File: src/hdl/packed_array_table_macros.svh
// assertion helpers for the packed array table
`ifndef PACKED_ARRAY_TABLE_MACROS_SVH
`define PACKED_ARRAY_TABLE_MACROS_SVH

`ifndef SYNTH

// same-cycle implication, checked outside reset
`define PAT_ASSERT_IMPL(name, clk, rst_n, ante, cons) \
    name: assert property (@(posedge clk) disable iff (!rst_n) (ante) |-> (cons)) \
        else $error("same-cycle check failed");

// next-cycle implication, checked outside reset
`define PAT_ASSERT_NEXT(name, clk, rst_n, ante, cons) \
    name: assert property (@(posedge clk) disable iff (!rst_n) (ante) |=> (cons)) \
        else $error("next-cycle check failed");

`else

`define PAT_ASSERT_IMPL(name, clk, rst_n, ante, cons)

`define PAT_ASSERT_NEXT(name, clk, rst_n, ante, cons)

`endif

`endif

File: src/hdl/pat_pkg.sv
package pat_pkg;

    localparam int DATA_W           = 32;
    localparam int MODE_W           = 3;
    localparam int POS_W            = 6;
    localparam int STATUS_W         = 2;
    localparam int INDEX_W          = 6;
    localparam int COUNT_W          = 7;
    localparam int DEFAULT_CAPACITY = 64;

    typedef enum logic [MODE_W-1:0] {
        MODE_APPEND     = 3'd0,
        MODE_REMOVE_AT  = 3'd1,
        MODE_REMOVE_VAL = 3'd2,
        MODE_FIND       = 3'd3,
        MODE_READ_AT    = 3'd4
    } mode_t;

    typedef enum logic [STATUS_W-1:0] {
        STATUS_DONE = 2'd0,
        STATUS_MISS = 2'd1,
        STATUS_FULL = 2'd2
    } status_t;

    typedef enum logic [2:0] {
        ST_IDLE,
        ST_DISPATCH,
        ST_READ,
        ST_SCAN,
        ST_SHIFT,
        ST_FINISH
    } state_t;

endpackage

File: src/hdl/pat_if.sv
// request channel
interface pat_req_if;
    logic                              valid;
    logic                              ready;
    logic        [pat_pkg::MODE_W-1:0] mode;
    logic signed [pat_pkg::DATA_W-1:0] value;
    logic        [pat_pkg::POS_W-1:0]  position;

    modport source (output valid, output mode, output value, output position, input ready);
    modport sink   (input valid, input mode, input value, input position, output ready);
endinterface

// result channel
interface pat_rsp_if;
    logic                                valid;
    logic                                ready;
    logic        [pat_pkg::STATUS_W-1:0] status;
    logic        [pat_pkg::INDEX_W-1:0]  found_index;
    logic signed [pat_pkg::DATA_W-1:0]   read_data;
    logic        [pat_pkg::COUNT_W-1:0]  count;

    modport source (output valid, output status, output found_index, output read_data,
                    output count, input ready);
    modport sink   (input valid, input status, input found_index, input read_data,
                    input count, output ready);
endinterface

File: src/hdl/pat_store.sv
// word store, one write port and one registered read port
module pat_store #(
    parameter int DEPTH = pat_pkg::DEFAULT_CAPACITY,
    parameter int AW    = $clog2(pat_pkg::DEFAULT_CAPACITY)
) (
    input  logic                        clk,
    input  logic                        we,
    input  logic [AW-1:0]               waddr,
    input  logic [pat_pkg::DATA_W-1:0]  wdata,
    input  logic [AW-1:0]               raddr,
    output logic [pat_pkg::DATA_W-1:0]  rdata
);

    logic [pat_pkg::DATA_W-1:0] mem [DEPTH];
    logic [pat_pkg::DATA_W-1:0] rdata_reg;

    always_ff @(posedge clk)
    begin
        if (we)
        begin
            mem[waddr] <= wdata;
        end
        rdata_reg <= mem[raddr];
    end

    assign rdata = rdata_reg;

endmodule

File: src/hdl/packed_array_table.sv
// each request passes through dispatch and finish; read-at adds a read step, find scans the
// live words in order until a hit or the end, remove-at shifts the words after the position
// down one place, and remove-value scans and then shifts on a hit
// throughput: one item at a time, the next one taken only once the block is back in idle
// after the result is offered; a result held downstream stalls the finish step
// reset: live count and control clear at once, store contents stay undefined, no clearing pass
`include "packed_array_table_macros.svh"

module packed_array_table #(
    parameter int CAPACITY = pat_pkg::DEFAULT_CAPACITY
) (
    input  logic      clk,
    input  logic      rst_n,
    pat_req_if.sink   req,
    pat_rsp_if.source rsp
);

    // address and count widths follow the capacity
    localparam int AW = $clog2(CAPACITY);
    localparam int CW = $clog2(CAPACITY + 1);
    localparam int PW = (CW > pat_pkg::POS_W) ? CW : pat_pkg::POS_W;
    localparam logic [CW-1:0] FULL_COUNT = CW'(CAPACITY);
    localparam logic [CW-1:0] ONE        = CW'(1);

    // control state
    pat_pkg::state_t  state_reg, state_next;
    logic [CW-1:0]    count_reg, count_next;
    logic [CW-1:0]    idx_reg, idx_next;     // next address to read
    logic [CW-1:0]    lag_reg, lag_next;     // address whose data sits on the read port
    logic             pend_reg, pend_next;   // read data valid for lag_reg
    logic             rsp_valid_reg, rsp_valid_next;

    // latched request and working result
    pat_pkg::mode_t               mode_reg, mode_next;
    logic [pat_pkg::DATA_W-1:0]   value_reg, value_next;
    logic [pat_pkg::POS_W-1:0]    pos_reg, pos_next;
    pat_pkg::status_t             status_reg, status_next;
    logic [CW-1:0]                index_reg, index_next;
    logic [pat_pkg::DATA_W-1:0]   data_reg, data_next;

    // output register
    logic [pat_pkg::STATUS_W-1:0] rsp_status_reg, rsp_status_next;
    logic [pat_pkg::INDEX_W-1:0]  rsp_index_reg, rsp_index_next;
    logic [pat_pkg::DATA_W-1:0]   rsp_data_reg, rsp_data_next;
    logic [pat_pkg::COUNT_W-1:0]  rsp_count_reg, rsp_count_next;

    // store port
    logic                       mem_we;
    logic [AW-1:0]              mem_waddr;
    logic [pat_pkg::DATA_W-1:0] mem_wdata;
    logic [AW-1:0]              mem_raddr;
    logic [pat_pkg::DATA_W-1:0] mem_rdata;

    // handshake and compare conditions
    logic req_fire;
    logic pos_ok;
    logic is_full;
    logic issue;
    logic hit;
    logic walk_done;
    logic out_free;

    pat_store #(
        .DEPTH (CAPACITY),
        .AW    (AW)
    ) u_store (
        .clk   (clk),
        .we    (mem_we),
        .waddr (mem_waddr),
        .wdata (mem_wdata),
        .raddr (mem_raddr),
        .rdata (mem_rdata)
    );

    assign req.ready = (state_reg == pat_pkg::ST_IDLE);
    assign req_fire  = req.valid && req.ready;

    assign pos_ok    = PW'(pos_reg) < PW'(count_reg);
    assign is_full   = (count_reg == FULL_COUNT);
    assign issue     = (idx_reg < count_reg);
    assign hit       = pend_reg && (mem_rdata == value_reg);
    assign walk_done = !issue && !pend_reg;
    assign out_free  = !rsp_valid_reg || rsp.ready;

    // next state
    always_comb
    begin
        state_next = state_reg;
        case (state_reg)
            pat_pkg::ST_IDLE:
            begin
                if (req_fire)
                begin
                    state_next = pat_pkg::ST_DISPATCH;
                end
            end
            pat_pkg::ST_DISPATCH:
            begin
                case (mode_reg)
                    pat_pkg::MODE_REMOVE_AT:
                        state_next = pos_ok ? pat_pkg::ST_SHIFT : pat_pkg::ST_FINISH;
                    pat_pkg::MODE_READ_AT:
                        state_next = pos_ok ? pat_pkg::ST_READ : pat_pkg::ST_FINISH;
                    pat_pkg::MODE_REMOVE_VAL, pat_pkg::MODE_FIND:
                        state_next = pat_pkg::ST_SCAN;
                    default:
                        state_next = pat_pkg::ST_FINISH;
                endcase
            end
            pat_pkg::ST_READ:
            begin
                state_next = pat_pkg::ST_FINISH;
            end
            pat_pkg::ST_SCAN:
            begin
                if (hit)
                begin
                    state_next = (mode_reg == pat_pkg::MODE_REMOVE_VAL) ?
                                 pat_pkg::ST_SHIFT : pat_pkg::ST_FINISH;
                end
                else if (walk_done)
                begin
                    state_next = pat_pkg::ST_FINISH;
                end
            end
            pat_pkg::ST_SHIFT:
            begin
                if (walk_done)
                begin
                    state_next = pat_pkg::ST_FINISH;
                end
            end
            pat_pkg::ST_FINISH:
            begin
                if (out_free)
                begin
                    state_next = pat_pkg::ST_IDLE;
                end
            end
            default:
            begin
                state_next = pat_pkg::ST_IDLE;
            end
        endcase
    end

    // datapath and store control
    always_comb
    begin
        count_next      = count_reg;
        idx_next        = idx_reg;
        lag_next        = lag_reg;
        pend_next       = pend_reg;
        mode_next       = mode_reg;
        value_next      = value_reg;
        pos_next        = pos_reg;
        status_next     = status_reg;
        index_next      = index_reg;
        data_next       = data_reg;
        rsp_valid_next  = rsp_valid_reg;
        rsp_status_next = rsp_status_reg;
        rsp_index_next  = rsp_index_reg;
        rsp_data_next   = rsp_data_reg;
        rsp_count_next  = rsp_count_reg;
        mem_we          = 1'b0;
        mem_waddr       = lag_reg[AW-1:0] - AW'(1);
        mem_wdata       = mem_rdata;
        mem_raddr       = idx_reg[AW-1:0];

        // result taken downstream
        if (rsp_valid_reg && rsp.ready)
        begin
            rsp_valid_next = 1'b0;
        end

        case (state_reg)
            pat_pkg::ST_IDLE:
            begin
                if (req_fire)
                begin
                    mode_next  = pat_pkg::mode_t'(req.mode);
                    value_next = req.value;
                    pos_next   = req.position;
                end
            end
            pat_pkg::ST_DISPATCH:
            begin
                status_next = pat_pkg::STATUS_MISS;
                index_next  = '0;
                data_next   = '0;
                idx_next    = '0;
                pend_next   = 1'b0;
                case (mode_reg)
                    pat_pkg::MODE_APPEND:
                    begin
                        if (is_full)
                        begin
                            status_next = pat_pkg::STATUS_FULL;
                        end
                        else
                        begin
                            mem_we      = 1'b1;
                            mem_waddr   = count_reg[AW-1:0];
                            mem_wdata   = value_reg;
                            count_next  = count_reg + ONE;
                            status_next = pat_pkg::STATUS_DONE;
                        end
                    end
                    pat_pkg::MODE_REMOVE_AT:
                    begin
                        // shift starts by reading the word after the slot
                        if (pos_ok)
                        begin
                            idx_next    = CW'(pos_reg) + ONE;
                            status_next = pat_pkg::STATUS_DONE;
                        end
                    end
                    pat_pkg::MODE_READ_AT:
                    begin
                        if (pos_ok)
                        begin
                            mem_raddr   = AW'(pos_reg);
                            status_next = pat_pkg::STATUS_DONE;
                        end
                    end
                    default:
                    begin
                        status_next = pat_pkg::STATUS_MISS;
                    end
                endcase
            end
            pat_pkg::ST_READ:
            begin
                data_next = mem_rdata;
            end
            pat_pkg::ST_SCAN:
            begin
                // one read issued and one compare done each cycle
                if (issue)
                begin
                    idx_next  = idx_reg + ONE;
                    lag_next  = idx_reg;
                    pend_next = 1'b1;
                end
                else
                begin
                    pend_next = 1'b0;
                end
                if (hit)
                begin
                    index_next  = lag_reg;
                    status_next = pat_pkg::STATUS_DONE;
                    idx_next    = lag_reg + ONE;
                    pend_next   = 1'b0;
                end
            end
            pat_pkg::ST_SHIFT:
            begin
                // word read last cycle moves down one place
                if (pend_reg)
                begin
                    mem_we = 1'b1;
                end
                if (issue)
                begin
                    idx_next  = idx_reg + ONE;
                    lag_next  = idx_reg;
                    pend_next = 1'b1;
                end
                else
                begin
                    pend_next = 1'b0;
                end
                if (walk_done)
                begin
                    count_next = count_reg - ONE;
                end
            end
            pat_pkg::ST_FINISH:
            begin
                if (out_free)
                begin
                    rsp_valid_next  = 1'b1;
                    rsp_status_next = status_reg;
                    rsp_index_next  = pat_pkg::INDEX_W'(index_reg);
                    rsp_data_next   = data_reg;
                    rsp_count_next  = pat_pkg::COUNT_W'(count_reg);
                end
            end
            default:
            begin
                pend_next = 1'b0;
            end
        endcase
    end

    always_ff @(posedge clk or negedge rst_n)
    begin
        if (!rst_n)
        begin
            state_reg     <= pat_pkg::ST_IDLE;
            count_reg     <= '0;
            pend_reg      <= 1'b0;
            rsp_valid_reg <= 1'b0;
        end
        else
        begin
            state_reg     <= state_next;
            count_reg     <= count_next;
            pend_reg      <= pend_next;
            rsp_valid_reg <= rsp_valid_next;
        end
    end

    always_ff @(posedge clk)
    begin
        idx_reg        <= idx_next;
        lag_reg        <= lag_next;
        mode_reg       <= mode_next;
        value_reg      <= value_next;
        pos_reg        <= pos_next;
        status_reg     <= status_next;
        index_reg      <= index_next;
        data_reg       <= data_next;
        rsp_status_reg <= rsp_status_next;
        rsp_index_reg  <= rsp_index_next;
        rsp_data_reg   <= rsp_data_next;
        rsp_count_reg  <= rsp_count_next;
    end

    assign rsp.valid       = rsp_valid_reg;
    assign rsp.status      = rsp_status_reg;
    assign rsp.found_index = rsp_index_reg;
    assign rsp.read_data   = rsp_data_reg;
    assign rsp.count       = rsp_count_reg;

    // live count never passes the capacity
    `PAT_ASSERT_IMPL(a_count_bound, clk, rst_n, 1'b1, count_reg <= FULL_COUNT)
    // count moves only on a dispatch or at the end of a shift
    `PAT_ASSERT_IMPL(a_count_source, clk, rst_n, count_reg != $past(count_reg), $past(state_reg) == pat_pkg::ST_DISPATCH || $past(state_reg) == pat_pkg::ST_SHIFT)
    // a finished item reaches the output register
    `PAT_ASSERT_NEXT(a_result_loaded, clk, rst_n, state_reg == pat_pkg::ST_FINISH && out_free, rsp.valid)
    // store writes only during append or shift
    `PAT_ASSERT_IMPL(a_write_phase, clk, rst_n, mem_we, state_reg == pat_pkg::ST_SHIFT || (state_reg == pat_pkg::ST_DISPATCH && mode_reg == pat_pkg::MODE_APPEND))

endmodule
File: src/flat_wrapper.sv
// flat-port wrapper written by rule: the top's interface ports become plain ports
module packed_array_table_flat 
#(
    parameter int CAPACITY = pat_pkg::DEFAULT_CAPACITY
)
  (clk, rst_n, req_valid, req_mode, req_value, req_position, req_ready, rsp_valid, rsp_status, rsp_found_index, rsp_read_data, rsp_count, rsp_ready);
  pat_req_if req_i ();
  pat_rsp_if rsp_i ();
  input  logic clk;
  input  logic rst_n;
  input wire logic [$bits(req_i.valid)-1:0] req_valid;
  input wire logic [$bits(req_i.mode)-1:0] req_mode;
  input wire logic [$bits(req_i.value)-1:0] req_value;
  input wire logic [$bits(req_i.position)-1:0] req_position;
  output wire logic [$bits(req_i.ready)-1:0] req_ready;
  output wire logic [$bits(rsp_i.valid)-1:0] rsp_valid;
  output wire logic [$bits(rsp_i.status)-1:0] rsp_status;
  output wire logic [$bits(rsp_i.found_index)-1:0] rsp_found_index;
  output wire logic [$bits(rsp_i.read_data)-1:0] rsp_read_data;
  output wire logic [$bits(rsp_i.count)-1:0] rsp_count;
  input wire logic [$bits(rsp_i.ready)-1:0] rsp_ready;
  assign req_i.valid = req_valid;
  assign req_i.mode = req_mode;
  assign req_i.value = req_value;
  assign req_i.position = req_position;
  assign req_ready = req_i.ready;
  assign rsp_valid = rsp_i.valid;
  assign rsp_status = rsp_i.status;
  assign rsp_found_index = rsp_i.found_index;
  assign rsp_read_data = rsp_i.read_data;
  assign rsp_count = rsp_i.count;
  assign rsp_i.ready = rsp_ready;
  packed_array_table #(.CAPACITY(CAPACITY)) u_core (.clk(clk), .rst_n(rst_n), .req(req_i), .rsp(rsp_i));
endmodule
File: config.mk
export PLATFORM = sky130hd
export DESIGN_NAME = packed_array_table_flat
export DESIGN_NICKNAME = d
export VERILOG_FILES = /design/src/hdl/pat_pkg.sv /design/src/hdl/pat_if.sv /design/src/hdl/pat_store.sv /design/src/hdl/packed_array_table.sv /design/src/flat_wrapper.sv
export VERILOG_INCLUDE_DIRS = /design/src /design/src/hdl
export SDC_FILE = /design/constraint.sdc
export NUM_CORES = 2
export LEC_CHECK = 0
export ABC_AREA = 1
export BUFFER_PORTS_ARGS = -buffer_cell sky130_fd_sc_hd__buf_2
export CAP_MARGIN = 20
export CELL_PAD_IN_SITES_DETAIL_PLACEMENT = 1
export CELL_PAD_IN_SITES_GLOBAL_PLACEMENT = 1
export CORE_AREA = 5 5 490 371
export DETAILED_ROUTE_END_ITERATION = 10
export DIE_AREA = 0 0 495 376
export PLACE_DENSITY_LB_ADDON = 0.08
export SLEW_MARGIN = 15
export SYNTH_ARGS = -nofsm -noshare
export SYNTH_HDL_FRONTEND = slang
export SYNTH_SLANG_ARGS = --single-unit
File: constraint.sdc
create_clock -name clk -period 7.5 [get_ports clk]
set_input_delay 2.25 -clock clk [delete_from_list [all_inputs] [get_ports clk]]
set_output_delay 2.25 -clock clk [all_outputs]
set_load 0.05 [all_outputs]
Word level (Yosys, flattened, before mapping):

Memories as Yosys holds them, arrays and structs flattened. A register that Yosys moved wholly into a read port is not among the register bits.
Index checks and enable logic that the tools add are counted.

* RAM bits: 2048
* memories kept: 1
* bits in registers: 154
* bits in read-only memories: 0
* latch bits: 0

* shift operators: 0
* div/mod/pow operators: 0
* eq/ne operators: 17
* bitwise gates (word level): 0
* multiplexer cells: 47
* $mul: 0
* reductions and logical operators: 24
* $lt $le $gt $ge: 2
* add/subtract/negate cells: 6

Memory list
* u_core.u_store.mem: depth 64, width 32, read ports 1, clocked after Yosys merged registers in 1, write ports 1, line pat_store.sv:14 `logic [pat_pkg::DATA_W-1:0] mem [DEPTH];`

Operators by type and width (count)
* 2-to-1 mux 32 bit: 3
* case mux 32 bit (2 select lines): 1
* 2-to-1 mux 7 bit: 7
* 2-to-1 mux 6 bit: 7
* equality test 32 bit: 1
* adder 7 x 1 -> 7 bit (second input constant): 3
* case mux 7 bit (3 select lines): 1
* case mux 3 bit (6 select lines): 1
* 2-to-1 mux 3 bit: 5
* case mux 7 bit (2 select lines): 1
* 2-to-1 mux 1 bit: 13
* equality test 3 x 2 -> 1 bit (second input constant): 4
* case mux 6 bit (2 select lines): 1
* AND reduction 2 bit: 5
* equality test 3 bit (second input constant): 3
* case mux 3 bit (3 select lines): 1
* case mux 2 bit (2 select lines): 2
* adder 6 x 1 -> 7 bit (second input constant): 1
* equality test 7 bit (second input constant): 1
* less-than comparator 6 x 7 -> 1 bit: 1
* less-than comparator 7 bit: 1
* subtractor 7 x 1 -> 7 bit (second input constant): 1
* equality test 3 x 1 -> 1 bit (second input constant): 2
* logical NOT 3 bit: 2
* other kinds (14): 28

Depth between registers and ports, before layout:

* word-level depth: 6
* gate-level depth with buffers: 20
* depth with buffers taken out: 18

Hierarchy:

Synthesis repeated with hierarchy kept, for this count alone.

* cell total of the unflattened synthesis: 7506
* area total of the unflattened synthesis: 90154.0 um^2

Modules (own cells, without submodules)
* pat_store: area each 82738.1 um^2, cells an instance 6769, seq. area each 62139.6 um^2, instances 1
* packed_array_table: area each 7415.9 um^2, cells an instance 737, seq. area each 4564.4 um^2, instances 1

Worst setup path before layout:

OpenSTA, ideal clock, no wires.

* path type: register -> register
* from: register u_core.count_reg[0]
* to: memory u_core.u_store.mem[0][0] in the netlist's numbering (data pin)
* stages on the path, launching flop included: 8
* setup slack: 2766 ps
* clock period less this slack: 4734 ps
* arrival: 4032 ps
* path through: dfrtp_1 inv_1 nand4_1 nor4_1 nor3_2 clkbuf_1 clkbuf_1 o21ai_0

* longest elaborated chain between the ends: 4

Ends and longest elaborated chain
* start: declaration: line packed_array_table.sv:27 `logic [CW-1:0] count_reg, count_next;`
* start signal: assignment: line packed_array_table.sv:309 `count_reg <= count_next;`
* equality test 7 bit: line packed_array_table.sv:79 `assign is_full = (count_reg == FULL_COUNT);`
* 2-to-1 mux 32 bit: line packed_array_table.sv:196 `if (is_full)`
* 2-to-1 mux 32 bit: line packed_array_table.sv:193 `case (mode_reg)`
* 2-to-1 mux 32 bit: line packed_array_table.sv:176 `case (state_reg)`
* via u_core.mem_wdata, one bit: line packed_array_table.sv:50 `logic [pat_pkg::DATA_W-1:0] mem_wdata;`
* end: declaration: line pat_store.sv:14

The timed path passes the listed nets, and every way through them passes these cells.

Worst setup path in the final report:

* from: register u_core.count_reg[2]
* to: register u_core.u_store.rdata_reg, in the netlist u_core.u_store.rdata[2] (read register of u_core.u_store.mem)

* longest elaborated chain between the ends: 4

Ends and longest elaborated chain
* less-than comparator 6 x 7 -> 1 bit: line packed_array_table.sv:78 `assign pos_ok = PW'(pos_reg) < PW'(count_reg);`
* 2-to-1 mux 6 bit: line packed_array_table.sv:220 `if (pos_ok)`
* 2-to-1 mux 6 bit: line packed_array_table.sv:193
* 2-to-1 mux 6 bit: line packed_array_table.sv:176
* end: declaration: line pat_store.sv:15 `logic [pat_pkg::DATA_W-1:0] rdata_reg;`

No other way between the ends.
A chain may end at the register's enable or synchronous reset.

==> run metrics <==
worst-path fanout max=175; htree depth=4; Core Region=177000 um^2; sequential cell area fraction in the yosys report=69.0%; IO buf count=93; num rows=134; Tot Pwr=0.0460 W; Largest register FFs=2048; FMAX=177 MHz; CTS clk-pin slew, worst paths=0.07 ns; Final Max Slew Viols=0; Synth area leader=edfxtp_1; critical path's top delay family=simple AND/OR/NAND/NOR gates; largest reg by FF count=u_core.u_store.mem; setup slack, reg-to-reg=1.85 ns; Critical Path Source Type=flop; total negative setup slack=0 ns; Synth top area share=68.1%; clock buffer count from CTS=214; final net count=9310; number of enable flip-flop cells after synthesis=2190; GRT overflow=0; DR DRC count=0; unrepaired setup endpoints after global routing=false; Mapped Cells=9238; clock buffer depth=3; status=complete, no violations; setup bufs post-CTS=0; Hold Vio Cnt, Final=0; Synth cell types=44; largest stage delay on the critical path=0.96 ns; Final Cycle Share=75.3%; via count=70600; Total Routing Usage GR=35.4%; CTS tree=built; Max Cap Viol=0; Post-Route WL=334000 um; vias in the first global route=73600; post-DP HPWL=185000 um; clock skew=0.0367 ns; drt wl/cell=28.3 um; ANT nets after route=0; setup violators final=0; Root Driver=clkbuf_16; PostCTS Resize Cnt=0; minimum clock period=5.65 ns; flops & latches, synth=2234; Leak=44.7 nW; layout cells sized above 1=7.35%; die area=186000 um^2; VDD IR max=0.530 mV; chip width=495 um; largest net degree at the start of global routing=176; Ports=94; router iterations before antenna repair=6; HP Class=flop to flop; Critical Path AT=6.43 ns; Worst Path Buf+Inv=3; Setup crit end kind=flop; Via density=5.98; most frequent cells in the layout=2544 x nand2_1, 2190 x edfxtp_1, 1859 x nand3_1; yosys warns=0; worst skew pair latency=0.87 ns; CTS Hold Bufs=0; clock sinks=2234; Worst Max-Slew Pin Slew=1.21 ns; final-layout fill cell count=18700; Initial DRC Count=9722; initial antenna violation count=19; Worst slew margin=19.3%; Synth Area per Inst=10.5 um^2; Die H=376 um; ranking of synthesized cells by area=edfxtp_1 68%, nand2_1 9.9%, nand3_1 9.6%; Worst path most repeated cell=nand2_1; Synth Flop Type=edfxtp_1; routability cong.=0.912; most common cell after layout, fill and taps aside=nand2_1; asr flop ratio synth=0.537%; mapped cell area=96600 um^2; crit-path cells=inv_1, ha_1, nand2_1, inv_1, nand2_1, nand2_1, nand2_1, nand3_4, nand2_4, nand2_8, buf_12, nand2_1, nand2_1, nand2_1, nand3_1, nand3_1, nand3_1, nand3_1, nand2_1; Initial Utilization=54.7%; CP required=8.28 ns; CP Class=flop to flop; cell area power density=429 nW/um^2; Critical-path top delay cell=nand2_8; Syn-to-layout area delta=11.2%; first-pass GRT wire length=485000 um; Net Count, Synth=9304; Util after Layout=60.8%
-- worst register-to-register path, cell delays in order, from the launching register on --
cell     delay, ns
dfrtp_1       0.46
inv_1         0.12
ha_1          0.32
nand2_1       0.07
inv_1         0.06
nand2_1       0.04
nand2_1       0.06
nand2_1       0.13
nand3_4       0.16
nand2_4       0.57
nand2_8       0.97
buf_12        0.84
nand2_1       0.31
nand2_1       0.14
nand2_1       0.07
nand3_1       0.10
nand3_1       0.10
nand3_1       0.27
nand3_1       0.57
nand2_1       0.22
-- worst paths after layout --
check | start | to | cells after the start
min | u_core.data_reg[19] | u_core.rsp.read_data[19] | 0
max reg2reg | u_core.count_reg[2] | u_core.u_store.rdata[2] | 19
max in group asynchronous | rst_n | u_core.count_reg[6] | 1
min reg2reg | u_core.data_reg[19] | u_core.rsp.read_data[19] | 0
max | u_core.count_reg[2] | u_core.u_store.rdata[2] | 19
min in group asynchronous | rst_n | u_core.count_reg[3] | 1
-- Yosys cell counts, drive strengths merged, types with 4 or more instances --
cell type     n
nor2        147
edfxtp     2190
nand4        23
a21oi        17
xor2         11
or2          17
a211oi        4
nand3b       35
xnor2        13
o211ai        8
ha           20
buf         366
dfrtp        12
clkinv        4
nor3         17
clkbuf       97
o21ai        60
nand3      1860
inv        1739
dfxtp        32
nand2      2549
nor4          6
-- cell type report --
class | count | area, um^2 | area share, %
antenna | 1 | 2.50 | 0.00233
clock buffer | 293 | 5950 | 5.54
clock inverter | 102 | 1030 | 0.963
inverter | 1743 | 6560 | 6.10
multi-input combinational | 4798 | 22100 | 20.6
sequential | 2234 | 66700 | 62.1
tap | 2380 | 2980 | 2.77
timing repair buffer | 253 | 2050 | 1.91
-- cells by family after synthesis --
family          after synthesis  synth area share (%)
compound gates               97                 0.593
xor+xnor                     24                 0.218
fa+ha+maj                    21                 0.280
buf+inv                    2206                  9.03
flops                      2234                  69.0
simple gates               4656                  20.8
-- report_power, final --
part	leakage [nW]	switching, W	internal, W
Clock	3.42	0.00482	0.00622
Sequential	20.2	0.000443	0.0163
Combinational	21.1	0.0144	0.00389
Total	44.7	0.0197	0.0264
-- per-layer routing --
metal	global-route usage (%)	routed length (um)	vias to the layer above
li1	-	-	30200
met1	47.9	129000	35700
met2	56.4	155000	3917
met3	7.47	34800	801
met4	14.6	15100	8
met5	0	46	-
-- per-stage QoR --
stage / setup WS, ns / hold slack (ns) / cell area [um^2] / cells
after floorplan: 2.77 / 0.400 / 96600 / 9238
after global placement: 2.12 / 0.403 / 100000 / 11400
after detailed placement: 2.05 / 0.405 / 100000 / 11400
after CTS: 2.03 / 0.420 / 107000 / 11800
after global routing: 1.60 / 0.429 / 107000 / 11800
final: 1.85 / 0.420 / 107000 / 11800
Power figures use the tool's default switching activity.
